**config.mk**
```make
export PLATFORM = sky130hd
export DESIGN_NAME = fpa_front
export DESIGN_NICKNAME = d
export VERILOG_FILES = /design/src/sv/fpa_pkg.sv /design/src/sv/fpa_front.sv
export SDC_FILE = /design/constraint.sdc
export NUM_CORES = 2
export LEC_CHECK = 0
export BUFFER_PORTS_ARGS = -buffer_cell sky130_fd_sc_hd__buf_2
export CAP_MARGIN = 20
export CORE_AREA = 5 5 340 509
export CTS_BUF_LIST = sky130_fd_sc_hd__clkbuf_4
export DETAILED_ROUTE_END_ITERATION = 8
export DIE_AREA = 0 0 345 514
export PLACE_DENSITY = 0.39
export SLEW_MARGIN = 40
export SYNTH_ARGS = -nofsm -noshare
export SYNTH_HDL_FRONTEND = slang
export SYNTH_SLANG_ARGS = --single-unit
```
**constraint.sdc**
```tcl
create_clock -name clk -period 31.7 [get_ports clk]
set_input_delay 1.585 -clock clk [delete_from_list [all_inputs] [get_ports clk]]
set_output_delay 1.585 -clock clk [all_outputs]
set_load 0.03 [all_outputs]
```
**src/sv/fpa_pkg.sv**
```systemverilog
// package: words, command codes and pipeline control for the fixed-point alu
`default_nettype none
package fpa_pkg;
  localparam int FRAC_BITS_DEF = 8;

  localparam logic [3:0] CMD_ADD     = 4'd0;
  localparam logic [3:0] CMD_SUB     = 4'd1;
  localparam logic [3:0] CMD_MUL     = 4'd2;
  localparam logic [3:0] CMD_DIV     = 4'd3;
  localparam logic [3:0] CMD_LT      = 4'd4;
  localparam logic [3:0] CMD_LE      = 4'd5;
  localparam logic [3:0] CMD_GT      = 4'd6;
  localparam logic [3:0] CMD_GE      = 4'd7;
  localparam logic [3:0] CMD_EQ      = 4'd8;
  localparam logic [3:0] CMD_NE      = 4'd9;
  localparam logic [3:0] CMD_MIN     = 4'd10;
  localparam logic [3:0] CMD_MAX     = 4'd11;
  localparam logic [3:0] CMD_INC     = 4'd12;
  localparam logic [3:0] CMD_DEC     = 4'd13;
  localparam logic [3:0] CMD_TOINT   = 4'd14;
  localparam logic [3:0] CMD_FROMINT = 4'd15;

  typedef struct packed {
    logic [3:0]         command;
    logic signed [31:0] operand_a;
    logic signed [31:0] operand_b;
  } fpa_in_t;

  typedef struct packed {
    logic signed [31:0] result_value;
    logic               flag;
  } fpa_out_t;

  typedef struct packed {
    logic        valid;
    logic        is_mul;
    logic        is_div;
    logic        neg;
    logic        flag;
    logic [31:0] val;
  } fpa_ctrl_t;
endpackage
`default_nettype wire

```
**src/sv/fpa_front.sv**
```systemverilog
// front stage: decode, simple operations, magnitudes and the multiplier
`default_nettype none
module fpa_front import fpa_pkg::*; #(
  parameter int FRAC_BITS = FRAC_BITS_DEF,
  parameter int NB        = 32 + FRAC_BITS
) (
  input  wire logic          clk,
  input  wire logic          rst_n,
  input  wire logic          accept_i,
  input  wire fpa_in_t       in_word,
  output fpa_ctrl_t          ctrl_o,
  output logic [63:0]        prod_o,
  output logic [NB-1:0]      dq_o,
  output logic [31:0]        dsr_o
);
  fpa_ctrl_t     ctrl_r, ctrl_nxt;
  logic [63:0]   prod_r;
  logic [NB-1:0] dq_r;
  logic [31:0]   dsr_r, mag_a, mag_b;
  logic signed [31:0] a, b;
  logic          lt, gt;

  always_comb begin
    a     = in_word.operand_a;
    b     = in_word.operand_b;
    lt    = (a < b);
    gt    = (b < a);
    mag_a = a[31] ? 32'(-a) : 32'(a);
    mag_b = b[31] ? 32'(-b) : 32'(b);
    ctrl_nxt        = '0;
    ctrl_nxt.valid  = accept_i;
    ctrl_nxt.neg    = a[31] ^ b[31];
    case (in_word.command)
      CMD_ADD:     ctrl_nxt.val = 32'(a + b);
      CMD_SUB:     ctrl_nxt.val = 32'(a - b);
      CMD_MUL:     ctrl_nxt.is_mul = 1'b1;
      CMD_DIV: begin
        if (b == 32'sd0) ctrl_nxt.flag = 1'b1;
        else ctrl_nxt.is_div = 1'b1;
      end
      CMD_LT:      ctrl_nxt.flag = lt;
      CMD_LE:      ctrl_nxt.flag = !gt;
      CMD_GT:      ctrl_nxt.flag = gt;
      CMD_GE:      ctrl_nxt.flag = !lt;
      CMD_EQ:      ctrl_nxt.flag = (a == b);
      CMD_NE:      ctrl_nxt.flag = (a != b);
      CMD_MIN:     ctrl_nxt.val = lt ? a : b;
      CMD_MAX:     ctrl_nxt.val = gt ? a : b;
      CMD_INC:     ctrl_nxt.val = 32'(a + 32'sd1);
      CMD_DEC:     ctrl_nxt.val = 32'(a - 32'sd1);
      CMD_TOINT:   ctrl_nxt.val = 32'(a >>> FRAC_BITS);
      CMD_FROMINT: ctrl_nxt.val = 32'(a <<< FRAC_BITS);
      default:     ctrl_nxt.val = '0;
    endcase
  end

  always_ff @(posedge clk) begin
    if (!rst_n) begin
      ctrl_r.valid <= 1'b0;
    end else begin
      ctrl_r.valid <= ctrl_nxt.valid;
    end
    ctrl_r.is_mul <= ctrl_nxt.is_mul;
    ctrl_r.is_div <= ctrl_nxt.is_div;
    ctrl_r.neg    <= ctrl_nxt.neg;
    ctrl_r.flag   <= ctrl_nxt.flag;
    ctrl_r.val    <= ctrl_nxt.val;
    prod_r        <= 64'(mag_a) * 64'(mag_b);
    dq_r          <= {mag_a, {FRAC_BITS{1'b0}}};
    dsr_r         <= mag_b;
  end

  assign ctrl_o = ctrl_r;
  assign prod_o = prod_r;
  assign dq_o   = dq_r;
  assign dsr_o  = dsr_r;
endmodule
`default_nettype wire

```
Yosys cells after proc, flatten, opt, wreduce, memory -nomap -nowiden

Index checks and enable logic that the tools add are counted.

Flip-flop bits (word level): 165
Input bits: 71
Word-level logic and storage cells: 49

Add/subtract/negate cells: 6
Multiply operators: 1
Order comparisons: 2
Equal/unequal tests: 17
Muxes and demuxes: 9
Bitwise logic cells: 1
Reductions and logical operators: 4

Operator list:

| kind                  | count |
|---|---|
| $pmux 32 s8           | 1 |
| $mux 32               | 4 |
| $lt 32x32->1          | 2 |
| $mul 32x32->64        | 1 |
| $neg 32->32           | 2 |
| $add 32x2->32 const B | 1 |
| $add 32x32->32        | 1 |
| $eq 32x32->1          | 1 |
| $eq 4x4->1 const B    | 8 |
| $logic_not 32->1      | 1 |
| $ne 32x32->1          | 1 |
| $sub 32x2->32 const B | 1 |
| $sub 32x32->32        | 1 |
| $eq 4x3->1 const B    | 4 |
| $eq 4x2->1 const B    | 2 |
| $pmux 1 s7            | 1 |
| $eq 4x1->1 const B    | 1 |
| $logic_not 4->1       | 1 |
| $mux 1                | 3 |
| $logic_not 1->1       | 2 |
| $xor 1x1->1           | 1 |

Longest topological paths before layout

Word-level depth: 3
Depth in mapped cells: 37
Mapped depth without buffers: 34

Least setup slack after synthesis

Ideal clock, no wire load.

Kind: input to register
Start point: input port in_word[32] (netlist bit)
End point: register prod_r[62] (netlist: prod_o[62])
Arrival: 11433 ps
Path slack: 20205 ps
Stages on the path: 34
Path buffers: 3
Cell sequence: inv_1 -> clkbuf_1 -> ha_1 -> nand3_1 -> or2_2 -> or3_1 -> or4_1 -> o21ai_1 -> nand2_1 -> xnor2_1 -> clkbuf_1 -> nor2_1 -> fa_1 -> fa_1 -> inv_1 -> fa_1 -> fa_1 -> inv_1 -> fa_1 -> fa_1 -> fa_1 -> inv_1 -> fa_1 -> inv_1 -> ha_1 -> clkbuf_1 -> nand2_1 -> or4_1 -> o221a_1 -> or4_1 -> o21ai_1 -> a21oi_1 -> or4_1 -> nand3_1

Word-level cells in the longest chain between the ends: 3

Ends and longest elaborated chain:

| element              | line            | text |
|---|---|---|
| from (decl)          | fpa_front.sv:10 | `input wire fpa_in_t in_word,` |
| $neg 32->32          | fpa_front.sv:28 | `mag_a = a[31] ? 32'(-a) : 32'(a);` |
| $mux 32 (*)          | fpa_front.sv:28 |  |
| $mul 32x32->64 (*)   | fpa_front.sv:68 | `prod_r <= 64'(mag_a) * 64'(mag_b);` |
| to (signal assigned) | fpa_front.sv:68 |  |
| to (decl)            | fpa_front.sv:17 | `logic [63:0] prod_r;` |

Every way passes the cells marked *; elsewhere a longest branch is shown, timed or not.
A chain may end at the register's enable or synchronous reset.

Worst setup path after layout

Ends and elaborated chain as after synthesis.

==> flow_metrics.py <==
metrics = {
    "floorplanning": {
        "fp.dieW_um": 345,
        "initial_core_util": 0.248,
        "io_pins": 244,
        "dieHeight_um": 514,
        "coreArea_um2": 169000,
        "core.rowCount": 185,
        "die_area_um2": 177000,
    },
    "timing": {
        "worst_slew_pin_slew_ns": 0.870,
        "setup_slack_ns": 19.24,
        "min_period_ns": 12.46,
        "tns_ns": 0,
        "period_share": 0.393,
        "rsz0062_at_grt": "false",
        "maxSlewViolCount": 0,
        "hold_viol_final": 0,
        "fmax_ghz": 0.0802,
        "final-setup-viol-count": 0,
        "maxSlewHeadroom": 0.416,
    },
    "global_routing": {
        "grt_usage": 0.204,
        "grt_pass1_vias": 37800,
        "grt_pass1_wl_um": 264000,
        "grt_overflow_total": 0,
        "grt_max_degree": 38,
        "antenna_found_initial": 4,
    },
    "drt": {
        "drc": 0,
        "wl_um": 184000,
        "drtIter0Drc": 2014,
        "postRouteAntennaNets": 0,
        "drt-pass1-iter-count": 5,
        "vias": 34300,
        "wire_per_inst_um": 25.5,
        "vias_per_cell": 4.75,
    },
    "finish": {
        "multi_input_area_um2": 34200,
        "fillers": 18500,
        "drive_gt1_frac": 0.0924,
        "final_nets": 6261,
        "post-route-util": 0.274,
        "design_area_um2": 46200,
        "layout_commonest_cell": "inv_1",
        "areaGrowthSynthToFinish_pct": 10.6,
        "regArea_um2": 3300,
        "layout_common_cells": "962 x inv_1, 898 x fa_1, 600 x nor2_1",
    },
    "clock_network": {
        "cts_inserted_buffers": 25,
        "post_cts_resized": 0,
        "cts_hold_buf": 0,
        "postCtsSetupRepairBufs": 0,
        "tritoncts": "built",
        "cts_buffer_depth": 3,
        "htreeDepth": 4,
        "cts-root-buf": "clkbuf_4",
        "path_clk_slew_ns": 0.19,
        "cts.sinks": 165,
    },
    "logic_synthesis": {
        "syn_avg_cell_area_um2": 8.63,
        "synth_edf_count": 0,
        "synthesis.area_um2": 41800,
        "synthCells": 4842,
        "ys_seq_area_frac": 0.0791,
        "ys_warn_count": 0,
        "async_flop_share": 0,
        "synth_top_flop_cell": "dfxtp_1",
        "yosysUniqueCellTypes": 77,
        "synth-seq-cells": 165,
    },
    "critical_path": {
        "setup.worst_path.start": "in_word[32]",
        "cpMostUsedCell": "fa_1",
        "startpoint_type": "input pin",
        "arrival_ns": 13.29,
        "crit_type": "input pin to register",
        "cpPeakStageDelay_ns": 0.60,
        "crit_slowest_cell": "or4_1",
        "crit_end": "prod_o[62]$_DFF_P_",
        "path_max_fanout": 25,
        "end_kind": "register",
        "required_ns": 32.53,
    },
    "place": {
        "routabilityCongestion": 0.901,
        "portBuffers": 235,
        "placed_cell_area_um2": 45900,
        "dp_hpwl_um": 152000,
        "dp_worst_setup_slack_ns": 18.27,
    },
    "outcome": {
        "status": "completed",
    },
    "min_path": {
        "hp-class": "input pin to register",
    },
    "flow_run": {
        "drv_cap": 0,
    },
}
through the flow:
step	instances	hold slack [ns]
global route	7214	0.891
CTS	7212	0.833
finish	7218	0.945
floorplan	4849	1.61
global placement	7178	1.79
detailed placement	7179	1.80
flip-flops by register name (all words and copies together), names as in the netlist:
register and cells:
dsr_o 32, prod_o 64, dq_o 32, ctrl_o 37
critical path, delay by kind of cell:
kind | cells | cell delay [ns]
adders and majority gates | 10 | 4.99
and+or+nand+nor | 10 | 3.42
buffers and inverters | 9 | 2.01
AOI/OAI and AO/OA | 4 | 1.07
xor gates and xnor gates | 1 | 0.16
layer usage:
layer | GRT usage | up-vias | share of wire
li1 | - | 15000 | -
met5 | 0 | - | 0
met1 | 0.222 | 17900 | 0.37
met4 | 0.107 | 0 | 0.063
met2 | 0.392 | 1043 | 0.54
met3 | 0.0185 | 314 | 0.034
synth_stat cells (all sizes together) (21+ instances only):
library cell  number  share of area
clkbuf           215          0.019
o21ai            123          0.015
a21o              63          0.011
and2              41         0.0061
xor2              69          0.015
inv              977          0.088
buf               28         0.0045
xnor2            131          0.028
nor3              24         0.0029
nand4             26         0.0039
a21oi            133          0.016
ha               330          0.099
fa               898           0.43
nand2            593          0.053
dfxtp            165          0.079
nor2             600          0.054
o21a              21         0.0038
o21bai            25         0.0045
nand3             47         0.0056
cells by family (layout without fill, tap and decap cells):
kind of cell | Yosys count | after routing | synth area share
xor gates and xnor gates | 200 | 200 | 0.0430
AOI/OAI and AO/OA | 560 | 560 | 0.0897
adders and majority gates | 1228 | 1228 | 0.529
muxes | 6 | 6 | 0.00156
DFF | 165 | 165 | 0.0791
other | 1 | 14 | 0.0000897
and+or+nand+nor | 1445 | 1445 | 0.144
buffers and inverters | 1237 | 1356 | 0.113
cell type report:
cell class / instances / share of cell area
clock inverter: 8 / 0.00203
clock buffer: 25 / 0.00406
multi-input combinational: 3447 / 0.740
inverter: 994 / 0.0808
antenna: 6 / 0.000325
sequential: 165 / 0.0715
tap: 2244 / 0.0607
timing repair buffer: 329 / 0.0408
worst min-delay path by stage:
| stage | end | from | slack, ns | cells past startpoint |
|---|---|---|---|---|
| 5_1_grt | ctrl_o[36]$_SDFF_PN0_ | rst_n | 0.89 | 2 |
| 3_3_place_gp | ctrl_o[36]$_SDFF_PN0_ | accept_i | 1.79 | 2 |
| 3_5_place_dp | ctrl_o[36]$_SDFF_PN0_ | accept_i | 1.80 | 2 |
| 4_1_cts | ctrl_o[36]$_SDFF_PN0_ | accept_i | 0.83 | 2 |
| 6_report | ctrl_o[36]$_SDFF_PN0_ | accept_i | 0.94 | 2 |
| 2_1_floorplan | dq_o[8]$_DFF_P_ | in_word[32] | 1.61 | 0 |
Power is not shown: default switching activity piles up to over one toggle a cycle in this logic, so the estimate is an artifact.
