--- src/sv/fpa_pkg.sv ---
// package: words, command codes and pipeline control for the fixed-point alu
`default_nettype none
package fpa_pkg;
  localparam int FRAC_BITS_DEF = 8;

  localparam logic [3:0] CMD_ADD     = 4'd0;
  localparam logic [3:0] CMD_SUB     = 4'd1;
  localparam logic [3:0] CMD_MUL     = 4'd2;
  localparam logic [3:0] CMD_DIV     = 4'd3;
  localparam logic [3:0] CMD_LT      = 4'd4;
  localparam logic [3:0] CMD_LE      = 4'd5;
  localparam logic [3:0] CMD_GT      = 4'd6;
  localparam logic [3:0] CMD_GE      = 4'd7;
  localparam logic [3:0] CMD_EQ      = 4'd8;
  localparam logic [3:0] CMD_NE      = 4'd9;
  localparam logic [3:0] CMD_MIN     = 4'd10;
  localparam logic [3:0] CMD_MAX     = 4'd11;
  localparam logic [3:0] CMD_INC     = 4'd12;
  localparam logic [3:0] CMD_DEC     = 4'd13;
  localparam logic [3:0] CMD_TOINT   = 4'd14;
  localparam logic [3:0] CMD_FROMINT = 4'd15;

  typedef struct packed {
    logic [3:0]         command;
    logic signed [31:0] operand_a;
    logic signed [31:0] operand_b;
  } fpa_in_t;

  typedef struct packed {
    logic signed [31:0] result_value;
    logic               flag;
  } fpa_out_t;

  typedef struct packed {
    logic        valid;
    logic        is_mul;
    logic        is_div;
    logic        neg;
    logic        flag;
    logic [31:0] val;
  } fpa_ctrl_t;
endpackage
`default_nettype wire

--- src/sv/fpa_cell.sv ---
// one restoring-division cell: one quotient bit per cell, word carried alongside
`default_nettype none
module fpa_cell import fpa_pkg::*; #(
  parameter int NB = 40
) (
  input  wire logic            clk,
  input  wire logic            rst_n,
  input  wire fpa_ctrl_t       ctrl_i,
  input  wire logic [NB-1:0]   dq_i,
  input  wire logic [31:0]     rem_i,
  input  wire logic [31:0]     dsr_i,
  output fpa_ctrl_t            ctrl_o,
  output logic [NB-1:0]        dq_o,
  output logic [31:0]          rem_o,
  output logic [31:0]          dsr_o
);
  fpa_ctrl_t     ctrl_r;
  logic [NB-1:0] dq_r, dq_nxt;
  logic [31:0]   rem_r, rem_nxt, dsr_r;
  logic [32:0]   trial;
  logic          qbit;

  always_comb begin
    trial   = {rem_i, dq_i[NB-1]};
    qbit    = (trial >= {1'b0, dsr_i});
    rem_nxt = qbit ? 32'(trial - {1'b0, dsr_i}) : trial[31:0];
    dq_nxt  = {dq_i[NB-2:0], qbit};
  end

  always_ff @(posedge clk) begin
    if (!rst_n) begin
      ctrl_r.valid <= 1'b0;
    end else begin
      ctrl_r.valid <= ctrl_i.valid;
    end
    ctrl_r.is_mul <= ctrl_i.is_mul;
    ctrl_r.is_div <= ctrl_i.is_div;
    ctrl_r.neg    <= ctrl_i.neg;
    ctrl_r.flag   <= ctrl_i.flag;
    ctrl_r.val    <= ctrl_i.val;
    dq_r          <= dq_nxt;
    rem_r         <= rem_nxt;
    dsr_r         <= dsr_i;
  end

  assign ctrl_o = ctrl_r;
  assign dq_o   = dq_r;
  assign rem_o  = rem_r;
  assign dsr_o  = dsr_r;
endmodule
`default_nettype wire

--- config.mk ---
export PLATFORM = sky130hd
export DESIGN_NAME = fpa_cell
export DESIGN_NICKNAME = d
export VERILOG_FILES = /design/src/sv/fpa_pkg.sv /design/src/sv/fpa_cell.sv
export SDC_FILE = /design/constraint.sdc
export NUM_CORES = 1
export LEC_CHECK = 0
export BUFFER_PORTS_ARGS = -buffer_cell sky130_fd_sc_hd__buf_2
export CAP_MARGIN = 30
export CORE_ASPECT_RATIO = 0.5
export CORE_MARGIN = 4
export CORE_UTILIZATION = 30
export CTS_CLUSTER_SIZE = 10
export DETAILED_ROUTE_END_ITERATION = 12
export HOLD_SLACK_MARGIN = 0.05
export PLACE_DENSITY = 0.66
export SLEW_MARGIN = 20
export SYNTH_ARGS = -nofsm -noshare
export SYNTH_HDL_FRONTEND = slang
export SYNTH_SLANG_ARGS = --single-unit
--- constraint.sdc ---
create_clock -name clk -period 4.9 [get_ports clk]
set_input_delay 0.49 -clock clk [delete_from_list [all_inputs] [get_ports clk]]
set_output_delay 0.49 -clock clk [all_outputs]
set_load 0.03 [all_outputs]
# Word level (Yosys, flattened, before mapping)
# Index checks and enable logic that the tools add are counted.
# totals
output_inout_bits,141
ff_bits,141
# classes
order_cmp,1
mux,1
add_sub_neg,1
# ops
op,count
33-bit by 32-bit >= comparator with 1-bit output,1
32-bit 2-to-1 mux,1
32-bit subtractor,1

# Logic depth before layout (Yosys ltp)
# Gate-level depths: netlist of run 1.
# depth
depth_word,2
ltp_mapped,13

# Worst setup path after synthesis of run 1
# Ideal clock, no wire load.
# synth_path
path_kind,input port to flip-flop
from,input port dsr_i[7]
to,register rem_r[13] (netlist: rem_o[13])
arrival_time_ns,2.999
slack_ns,1.778
required_time_ns,4.777
setup_ns,0.123
cell_stages,12
cell_sequence,inv_1 > ha_1 > buf_2 > nand4_1 > or4_1 > a21oi_1 > nor3_1 > a211oi_2 > o21ai_2 > o31ai_4 > buf_4 > mux2_1
# synth_via
elab_chain_cells,2
# synth_rtl
element,line,source
"start, declared",fpa_cell.sv:11,"input wire logic [31:0] dsr_i,"
32-bit subtractor or 33-bit by 32-bit >= comparator with 1-bit output (tied branches),"fpa_cell.sv:26, fpa_cell.sv:25",
32-bit 2-to-1 mux *,fpa_cell.sv:26,"rem_nxt = qbit ? 32'(trial - {1'b0, dsr_i}) : trial[31:0];"
via rem_nxt[13],fpa_cell.sv:19,"logic [31:0] rem_r, rem_nxt, dsr_r;"
"end signal, assigned",fpa_cell.sv:42,rem_r <= rem_nxt;
"end, declared",fpa_cell.sv:19,
# Mark *: on every way through the listed nets, which the timed path passes. The rest lies on a longest branch.
# A chain may end at the register's enable or synchronous reset.

# Worst setup path in the final report of run 1
# layout_path
from,input port dq_i[39]
to,register rem_r[30] (netlist: rem_o[30])
# layout_via
elab_chain_cells,2
# layout_rtl
element,line,source
"start, declared",fpa_cell.sv:9,"input wire logic [NB-1:0] dq_i,"
32-bit subtractor or 33-bit by 32-bit >= comparator with 1-bit output (tied branches),"fpa_cell.sv:26, fpa_cell.sv:25",
32-bit 2-to-1 mux *,fpa_cell.sv:26,
via rem_nxt[30],fpa_cell.sv:19,
# Marks and branches as above.

==> impl_metrics.py, run 1 <==
metrics = {
    "floorplan": {
        "die_y_um": 99.6,
        "die_x_um": 191,
        "fp-row-count": 33,
        "fp.coreArea_sq_um": 16400,
        "die_area_sq_um": 19100,
        "initial_utilization_pct": 30.7,
        "ioPinCount": 284,
    },
    "synth": {
        "ys_seq_area_share_pct": 56.0,
        "synth_cells": 487,
        "synthTopCellsByCount": "dfxtp_1, a21oi_1, inv_1, nor2_1, ha_1",
        "synthTopCellsByArea": "dfxtp_1, ha_1, a21oi_1",
        "synth_seq_cells": 141,
        "syn_avg_cell_area_sq_um": 10.3,
        "synth_area_leader_cell": "dfxtp_1",
        "synth_cell_types": 48,
        "synth-main-ff-cell": "dfxtp_1",
        "syn_nets": 663,
        "ys_warn_count": 0,
        "syn_area_sq_um": 5040,
        "synth_top_area_share_pct": 56.0,
        "synth_edf_count": 0,
        "ys_async_sr_fraction_pct": 0,
        "synth.most_common_cell": "dfxtp_1",
    },
    "power": {
        "power_mw": 3.29,
        "power_density_nw_per_um2": 453,
        "leakage_nw": 3.63,
        "peakVddDrop_v": 0.000251,
    },
    "routing": {
        "wirelength_um": 14900,
        "drt_iter0_drc": 163,
        "drt-wirelength-per-cell_um": 14.7,
        "drc": 0,
        "vias_per_cell": 4.37,
        "drtAntennaViolNets": 0,
        "num_vias": 4438,
        "dr.pass1.iters": 5,
    },
    "clock_tree": {
        "path_clk_slew_ns": 0.07,
        "cts_resized": 0,
        "htreeDepth": 4,
        "cts_made_buffers": 17,
        "hold_buffers": 0,
        "cts_tree": "done",
        "cts_buffer_depth": 2,
        "clockRootBuffer": "clkbuf_16",
        "cts.sinks": 141,
        "cts_setup_buffers": 0,
    },
    "final_layout": {
        "final_nets": 950,
        "drive_gt1_share_pct": 41.4,
        "design_area_sq_um": 7260,
        "final_util_pct": 44.2,
        "syn_to_final_growth_pct": 44.2,
    },
    "timing": {
        "layout_min_cycle_time_ns": 3.32,
        "setup_viol": 0,
        "relSlewSlack_pct": 67.1,
        "max_freq_mhz": 302,
        "rsz0062_at_grt": "no",
        "final_hold_viol_count": 0,
        "fin_crit_sh_pct": 67.7,
        "worst_pin_slew_ns": 0.491,
        "finalSetupTns_ns": 0,
        "slew_violations": 0,
        "holdWs_ns": 0.172,
    },
    "global_routing": {
        "grt_pass1_wl_um": 22700,
        "antenna_found_initial": 2,
        "track_usage_pct": 14.8,
        "grt.overflow.total": 0,
        "grt_max_degree": 21,
        "grt_pass1_vias": 4474,
    },
    "placement": {
        "routabilityCongestion": 0.865,
        "place_area_sq_um": 6670,
        "dp_hpwl_um": 12200,
        "port-buffer-count": 283,
    },
    "job": {
        "maxCapViolCount": 0,
    },
    "run_status": {
        "status": "completed",
    },
    "worst_setup_path": {
        "end_kind": "flip-flop",
        "crit_required_ns": 5.20,
        "critPathLaunchType": "input pin",
        "crit_fanout": 4,
        "crit_type": "in -> reg",
        "cp.arrival_ns": 3.62,
    },
    "worst_hold_path": {
        "min_path_type": "in -> reg",
    },
}
[worst paths after layout]
path | startpoint | end | slack, ns | cells after the start
setup / recovery | dq_i[39] | rem_o[30] | 1.58 | 13
hold / removal | ctrl_i[30] | ctrl_o[30] | 0.17 | 1
[per-layer routing]
layer	vias to the layer above	wire length, um	track usage (%)
li1	2245	-	-
met1	2041	6130	17.4
met2	137	7630	26.4
met3	13	1060	4.70
met4	2	121	3.70
met5	-	7	0
[report_power, final]
| group | switching (mW) | total, mW | internal (mW) |
|---|---|---|---|
| clock | 0.540 | 1.30 | 0.764 |
| sequential | 0.0257 | 1.28 | 1.25 |
| combinational | 0.463 | 0.706 | 0.243 |
| total | 1.03 | 3.29 | 2.26 |
[logic make-up (layout without fill, tap and decap cells)]
| family | count (synthesis) | after routing | share of synthesized area (%) |
|---|---|---|---|
| AO/OA/AOI/OAI | 119 | 119 | 14.5 |
| buffers and inverters | 56 | 356 | 4.62 |
| adder cells (fa/ha/maj) | 33 | 33 | 8.34 |
| XOR/XNOR | 27 | 27 | 4.69 |
| AND/OR/NAND/NOR | 100 | 100 | 9.36 |
| flip-flops | 141 | 141 | 56.0 |
| other | 0 | 1 | 0 |
| multiplexers | 11 | 11 | 2.43 |
[worst max-delay path, stage by stage]
cell      delay [ns]
buf_2           0.12
inv_1           0.05
ha_1            0.23
fa_1            0.40
nand2b_1        0.18
a21oi_1         0.15
o21ai_0         0.21
o311a_1         0.40
a31oi_1         0.34
a21oi_1         0.23
o41ai_1         0.39
xor2_1          0.12
mux2_1          0.30
[sequential cells by signal, summed over array words and instances (netlist names)]
| signal | flops |
|---|---|
| dq_o | 40 |
| rem_o | 32 |
| dsr_o | 32 |
| ctrl_o | 37 |
[through the flow]
step	instances	worst slack, ns
floorplan	487	1.78
global placement	982	1.21
detailed placement	982	1.22
CTS	1014	1.64
global route	1015	1.39
finish	1015	1.58
[area by class of cell]
class	instances	area [sq um]
flip-flops and latches	141	2820
repair buffers	286	1440
fillers	1652	9170
well taps	227	284
clock buffers	19	433
multi-input cells	290	1980
clock inverters	13	156
diodes	1	2.50
inverters	38	143
[layout by cell type, fill, tap and decap left out, types with 3 or more instances in the layout]
cell type   netlist  routed
a211oi_1          3       3
a21o_1           12      12
a21oi_1          56      56
a31oi_1           5       5
and2_1            3       3
buf_2             8     283
buf_4             3       3
clkbuf_16         0      17
clkinvlp_4        0       4
dfxtp_1         141     141
ha_1             32      32
inv_1            38      38
inv_6             0       4
mux2_1            4       4
mux2_2            6       6
nand2_1          26      26
nand2b_1          3       3
nand3_1           8       8
nand4_1           8       8
nor2_1           35      35
nor2b_1           3       3
nor4_1            4       4
o211ai_1          4       4
o21a_1            6       6
o21ai_0          16      16
o21bai_1          3       3
xnor2_1          15      15
xor2_1           12      12
Note: power is estimated with default switching activity, not from simulation.
==> run 2, diff against run 1 <==
==> constraint.sdc (replaced) <==
create_clock -name clk -period 3.4 [get_ports clk]
set_input_delay 0.34 -clock clk [delete_from_list [all_inputs] [get_ports clk]]
set_output_delay 0.34 -clock clk [all_outputs]
set_load 0.03 [all_outputs]
==> run 2 against run 1 <==
Compared with the run above: first-iteration DRC count is 41% higher; sequential cell count stayed put; via count is 15% higher; non-clock buffer count is 129 higher; sequential power is 44% higher; setup slack worse by 1.5 ns; largest cell class unchanged; utilization is 8.3 points higher; total power is 49% higher; cell count is 13% higher.
==> impl_metrics.py, run 2 (synthesized netlist as in run 1, its figures left out) <==
metrics = {
    "placement": {
        "port-buffer-count": 283,
        "place_area_sq_um": 6790,
        "routabilityCongestion": 0.864,
        "dp_slack_ns": 0.124,
        "dp_hpwl_um": 12200,
    },
    "clock_tree": {
        "cts.sinks": 141,
        "cts_made_buffers": 17,
        "htreeDepth": 4,
        "cts_buffer_depth": 2,
        "cts_tree": "done",
        "clockRootBuffer": "clkbuf_16",
        "path_clk_slew_ns": 0.07,
    },
    "routing": {
        "drt-wirelength-per-cell_um": 15.4,
        "drtAntennaViolNets": 0,
        "drc": 0,
        "wirelength_um": 17600,
        "drt_iter0_drc": 230,
        "dr.pass1.iters": 4,
        "num_vias": 5082,
        "vias_per_cell": 4.44,
    },
    "worst_setup_path": {
        "path_cells": "dlygate4sd3_1, buf_2, inv_1, ha_1, nand4_1, or4_1, a21oi_2, nor3_1, a211oi_2, o21ai_4, o31ai_4, buf_12, mux2_1",
        "critPathLaunchType": "input pin",
        "crit_fanout": 10,
        "crit_type": "in -> reg",
        "cp.arrival_ns": 3.65,
        "crit_required_ns": 3.70,
        "crit_buf_inv": 4,
        "end_kind": "flip-flop",
        "crit_family": "compound AO/OA/AOI/OAI gates",
        "critPathSlowestCell": "or4_1",
        "slowest_delay_ns": 0.55,
    },
    "global_routing": {
        "track_usage_pct": 16.9,
        "grt_pass1_vias": 5263,
        "grt_max_degree": 30,
        "grt.overflow.total": 0,
        "antenna_found_initial": 3,
        "grt_pass1_wl_um": 25700,
    },
    "timing": {
        "worst_pin_slew_ns": 0.557,
        "final_hold_viol_count": 0,
        "setup_viol": 0,
        "layout_min_cycle_time_ns": 3.35,
        "fin_ws_ns": 0.0459,
        "max_freq_mhz": 298,
        "slew_violations": 0,
        "fin_crit_sh_pct": 98.6,
        "holdWs_ns": 0.0762,
        "relSlewSlack_pct": 62.7,
    },
    "floorplan": {
        "initial_utilization_pct": 30.7,
        "die_y_um": 99.6,
        "ioPinCount": 284,
        "fp.coreArea_sq_um": 16400,
        "die_area_sq_um": 19100,
        "die_x_um": 191,
        "fp-row-count": 33,
    },
    "worst_hold_path": {
        "min_path_type": "in -> reg",
    },
    "final_layout": {
        "largest_reg_flops": 40,
        "design_area_sq_um": 8630,
        "layout_common_cells": "buf_2, dfxtp_1, dlygate4sd3_1, a21oi_1, inv_1",
        "final_util_pct": 52.5,
        "drive_gt1_share_pct": 38.8,
        "syn_to_final_growth_pct": 71.4,
        "layout_commonest_cell": "buf_2",
        "fillCellCount": 1466,
        "final_nets": 1079,
    },
    "run_status": {
        "status": "completed",
    },
    "power": {
        "power_density_nw_per_um2": 567,
        "power_mw": 4.90,
        "peakVddDrop_v": 0.000321,
        "leakage_nw": 4.23,
    },
    "job": {
        "maxCapViolCount": 0,
    },
}
## run 2: cell count changes in the layout (fill, tap and decap cells not counted), moves of 3 or more
cell           delta
buf_4            +18
clkinvlp_4        -3
clkbuf_16         +3
dlygate4sd3_1   +106
## run 2: metrics by stage
step / setup TNS (ns) / std cells
finish: 0 / 1144
global route: -2.49 / 1144
CTS: 0 / 1132
detailed placement: 0 / 994
global placement: 0 / 994
floorplan: 0 / 487
## run 2: path summary, 6_finish.rpt
| path | startpoint | endpoint | slack [ns] | cells past startpoint |
|---|---|---|---|---|
| setup / recovery | dsr_i[18] | rem_o[23] | 0.05 | 13 |
| hold / removal | dsr_i[1] | dsr_o[1] | 0.08 | 1 |
## run 2: area by class of cell
class	count	area (sq um)	share of cell area, %
multi-input cells	290	2050	23.7
clock inverters	13	154	1.78
diodes	1	2.50	0.0290
inverters	38	143	1.65
clock buffers	19	433	5.01
repair buffers	415	2750	31.9
flip-flops and latches	141	2820	32.7
well taps	227	284	3.29
## run 2: where the power goes
part	total, mW	switching [mW]	leakage [nW]	internal [mW]
clock	1.85	0.754	0.285	1.10
sequential	1.84	0.0365	1.19	1.81
combinational	1.20	0.722	2.76	0.480
total	4.90	1.51	4.23	3.38
## run 2: repair_timing
item / 4_1_cts / 5_1_grt
buffers inserted: 0 / 8
setup endpoints to repair: 0 / 11
hold endpoints to repair: 106 / 0
resized for setup: 0 / 11
hold buffers: 106 / 0
## run 2: layer usage
layer / up-vias / track usage (%) / part of all wire, %
met1: 2371 / 17.6 / 39
met5: - / 0 / 0.080
met4: 4 / 6.62 / 2.0
li1: 2504 / - / -
met3: 29 / 4.80 / 6.8
met2: 174 / 32.3 / 52
==> run 3, diff against run 2 <==
--- a/config.mk
+++ b/config.mk
@@ -7,13 +7,15 @@
 export LEC_CHECK = 0
 export BUFFER_PORTS_ARGS = -buffer_cell sky130_fd_sc_hd__buf_2
 export CAP_MARGIN = 30
+export CELL_PAD_IN_SITES_DETAIL_PLACEMENT = 0
+export CELL_PAD_IN_SITES_GLOBAL_PLACEMENT = 1
 export CORE_ASPECT_RATIO = 0.5
 export CORE_MARGIN = 4
 export CORE_UTILIZATION = 30
 export CTS_CLUSTER_SIZE = 10
 export DETAILED_ROUTE_END_ITERATION = 12
 export HOLD_SLACK_MARGIN = 0.05
-export PLACE_DENSITY = 0.66
+export PLACE_DENSITY = 0.84
 export SLEW_MARGIN = 20
 export SYNTH_ARGS = -nofsm -noshare
 export SYNTH_HDL_FRONTEND = slang
==> run 3 against run 2 <==
Compared with the run above: sequential share of layout area is 0.14 points higher; total power grew 0.19%; clock power barely moved; die area unchanged; cell area decreased by 0.43%; setup slack gained 0.021 ns; via count shrank 0.79%; sequential power is essentially flat; combinational power about the same; cell count barely moved; maximum frequency increased by 0.64%; largest cell class unchanged.
==> impl_metrics.py, run 3 (synthesized netlist as in run 1, its figures left out) <==
metrics = {
    "power": {
        "switchingPower_mw": 1.52,
        "power_density_nw_per_um2": 571,
        "intPower_mw": 3.39,
        "switching_share_pct": 31.0,
        "leakage_nw": 4.23,
        "peakVddDrop_v": 0.000346,
        "clockPowerShare_pct": 37.9,
        "seq_power_share_pct": 37.6,
        "p_comb_share_pct": 24.5,
        "power_mw": 4.91,
    },
    "clock_tree": {
        "htreeDepth": 4,
        "path_clk_slew_ns": 0.07,
        "cts_made_buffers": 17,
        "cts_buffer_depth": 2,
        "clockRootBuffer": "clkbuf_16",
        "cts.sinks": 141,
        "cts_tree": "done",
    },
    "worst_hold_path": {
        "hold_path_depth": 1,
        "min_path_type": "in -> reg",
    },
    "floorplan": {
        "ioPinCount": 284,
        "fp.coreArea_sq_um": 16400,
        "fp-row-count": 33,
        "die_area_sq_um": 19100,
        "initial_utilization_pct": 30.7,
        "die_y_um": 99.6,
        "die_x_um": 191,
    },
    "placement": {
        "dp_hpwl_um": 12500,
        "routabilityCongestion": 0.841,
        "port-buffer-count": 283,
        "dp_slack_ns": 0.127,
        "dp.cells": 994,
    },
    "final_layout": {
        "final_nets": 1079,
        "syn_to_final_growth_pct": 70.6,
        "diodes": 0,
        "fin_cells": 1143,
        "drive_gt1_share_pct": 38.8,
        "largest_reg_flops": 40,
        "final_util_pct": 52.3,
        "layout_commonest_cell": "buf_2",
        "layout_common_cells": "buf_2, dfxtp_1, dlygate4sd3_1, a21oi_1, inv_1",
    },
    "timing": {
        "setup_viol": 0,
        "relSlewSlack_pct": 63.6,
        "fin_crit_sh_pct": 98.0,
        "worst_pin_slew_ns": 0.543,
        "max_freq_mhz": 300,
        "layout_min_cycle_time_ns": 3.33,
        "final_hold_viol_count": 0,
        "finalSetupTns_ns": 0,
        "slew_violations": 0,
        "fin_ws_ns": 0.0674,
    },
    "global_routing": {
        "track_usage_pct": 17.5,
        "antenna_found_initial": 0,
        "grt_pass1_vias": 5176,
        "grt_max_degree": 29,
        "grt_pass1_wl_um": 26600,
        "grt.overflow.total": 0,
    },
    "run_status": {
        "status": "completed",
    },
    "worst_setup_path": {
        "cp.arrival_ns": 3.64,
        "end_kind": "flip-flop",
        "critPathLaunchType": "input pin",
        "crit_fanout": 6,
        "crit_type": "in -> reg",
        "crit_required_ns": 3.71,
    },
    "job": {
        "maxCapViolCount": 0,
    },
    "routing": {
        "drtAntennaViolNets": 0,
        "vias_per_cell": 4.41,
        "drc": 0,
        "drt-wirelength-per-cell_um": 15.5,
        "drt_iter0_drc": 184,
        "wirelength_um": 17800,
        "dr.pass1.iters": 5,
        "num_vias": 5042,
    },
}
run 3: critical path, cell delays in order:
cell	delay [ns]
dlygate4sd3_1	0.53
buf_2	0.11
inv_1	0.04
ha_2	0.37
nand4_1	0.15
or4_1	0.54
a21oi_1	0.15
nor3_1	0.09
a211oi_2	0.28
o21ai_2	0.14
o31ai_4	0.26
buf_4	0.17
clkbuf_16	0.14
mux2_2	0.32
run 3: cell type report:
cell class | count | area [sq um]
clock buffer | 19 | 433
clock inverter | 13 | 154
fill | 1501 | 7840
inverter | 38 | 143
multi-input combinational | 290 | 2010
sequential | 141 | 2820
tap | 227 | 284
timing repair buffer | 415 | 2750
run 3: power groups by stage:
stage          sequential, mW  clock, mW  combinational (mW)
3_5_place_dp             1.88          0                1.05
6_report                 1.85       1.86                1.20
2_1_floorplan            2.19          0               0.365
5_1_grt                  1.86       1.99                1.29
3_3_place_gp             1.88          0                1.04
4_1_cts                  1.85       1.91                1.15
run 3: routing by layer:
| metal | routed length, um | part of all wire, % | global-route usage [%] | vias to the layer above |
|---|---|---|---|---|
| met1 | 7310 | 41 | 20.2 | 2326 |
| met5 | 0 | 0 | 0 | - |
| li1 | - | - | - | 2499 |
| met4 | 440 | 2.5 | 6.01 | 0 |
| met2 | 8920 | 50 | 32.0 | 182 |
| met3 | 1110 | 6.2 | 4.35 | 35 |
run 3: per-stage QoR:
stage	area (sq um)	hold slack (ns)
after CTS	8400	0.0504
after floorplan	5040	0.368
final	8600	0.0655
after global placement	6790	0.442
after global routing	8600	0.0513
after detailed placement	6790	0.444
run 3: final timing paths:
kind	startpoint	end	slack, ns
worst max-delay path	dsr_i[6]	rem_o[10]	0.07
worst min-delay path	dsr_i[26]	dsr_o[26]	0.07
run 3: timing repair:
action / in CTS / in global routing
hold buffers: 103 / 1
endpoints found under the hold margin: 103 / 1
setup buffers: 0 / 10
setup endpoints to repair: 0 / 11
gates resized for setup: 0 / 7
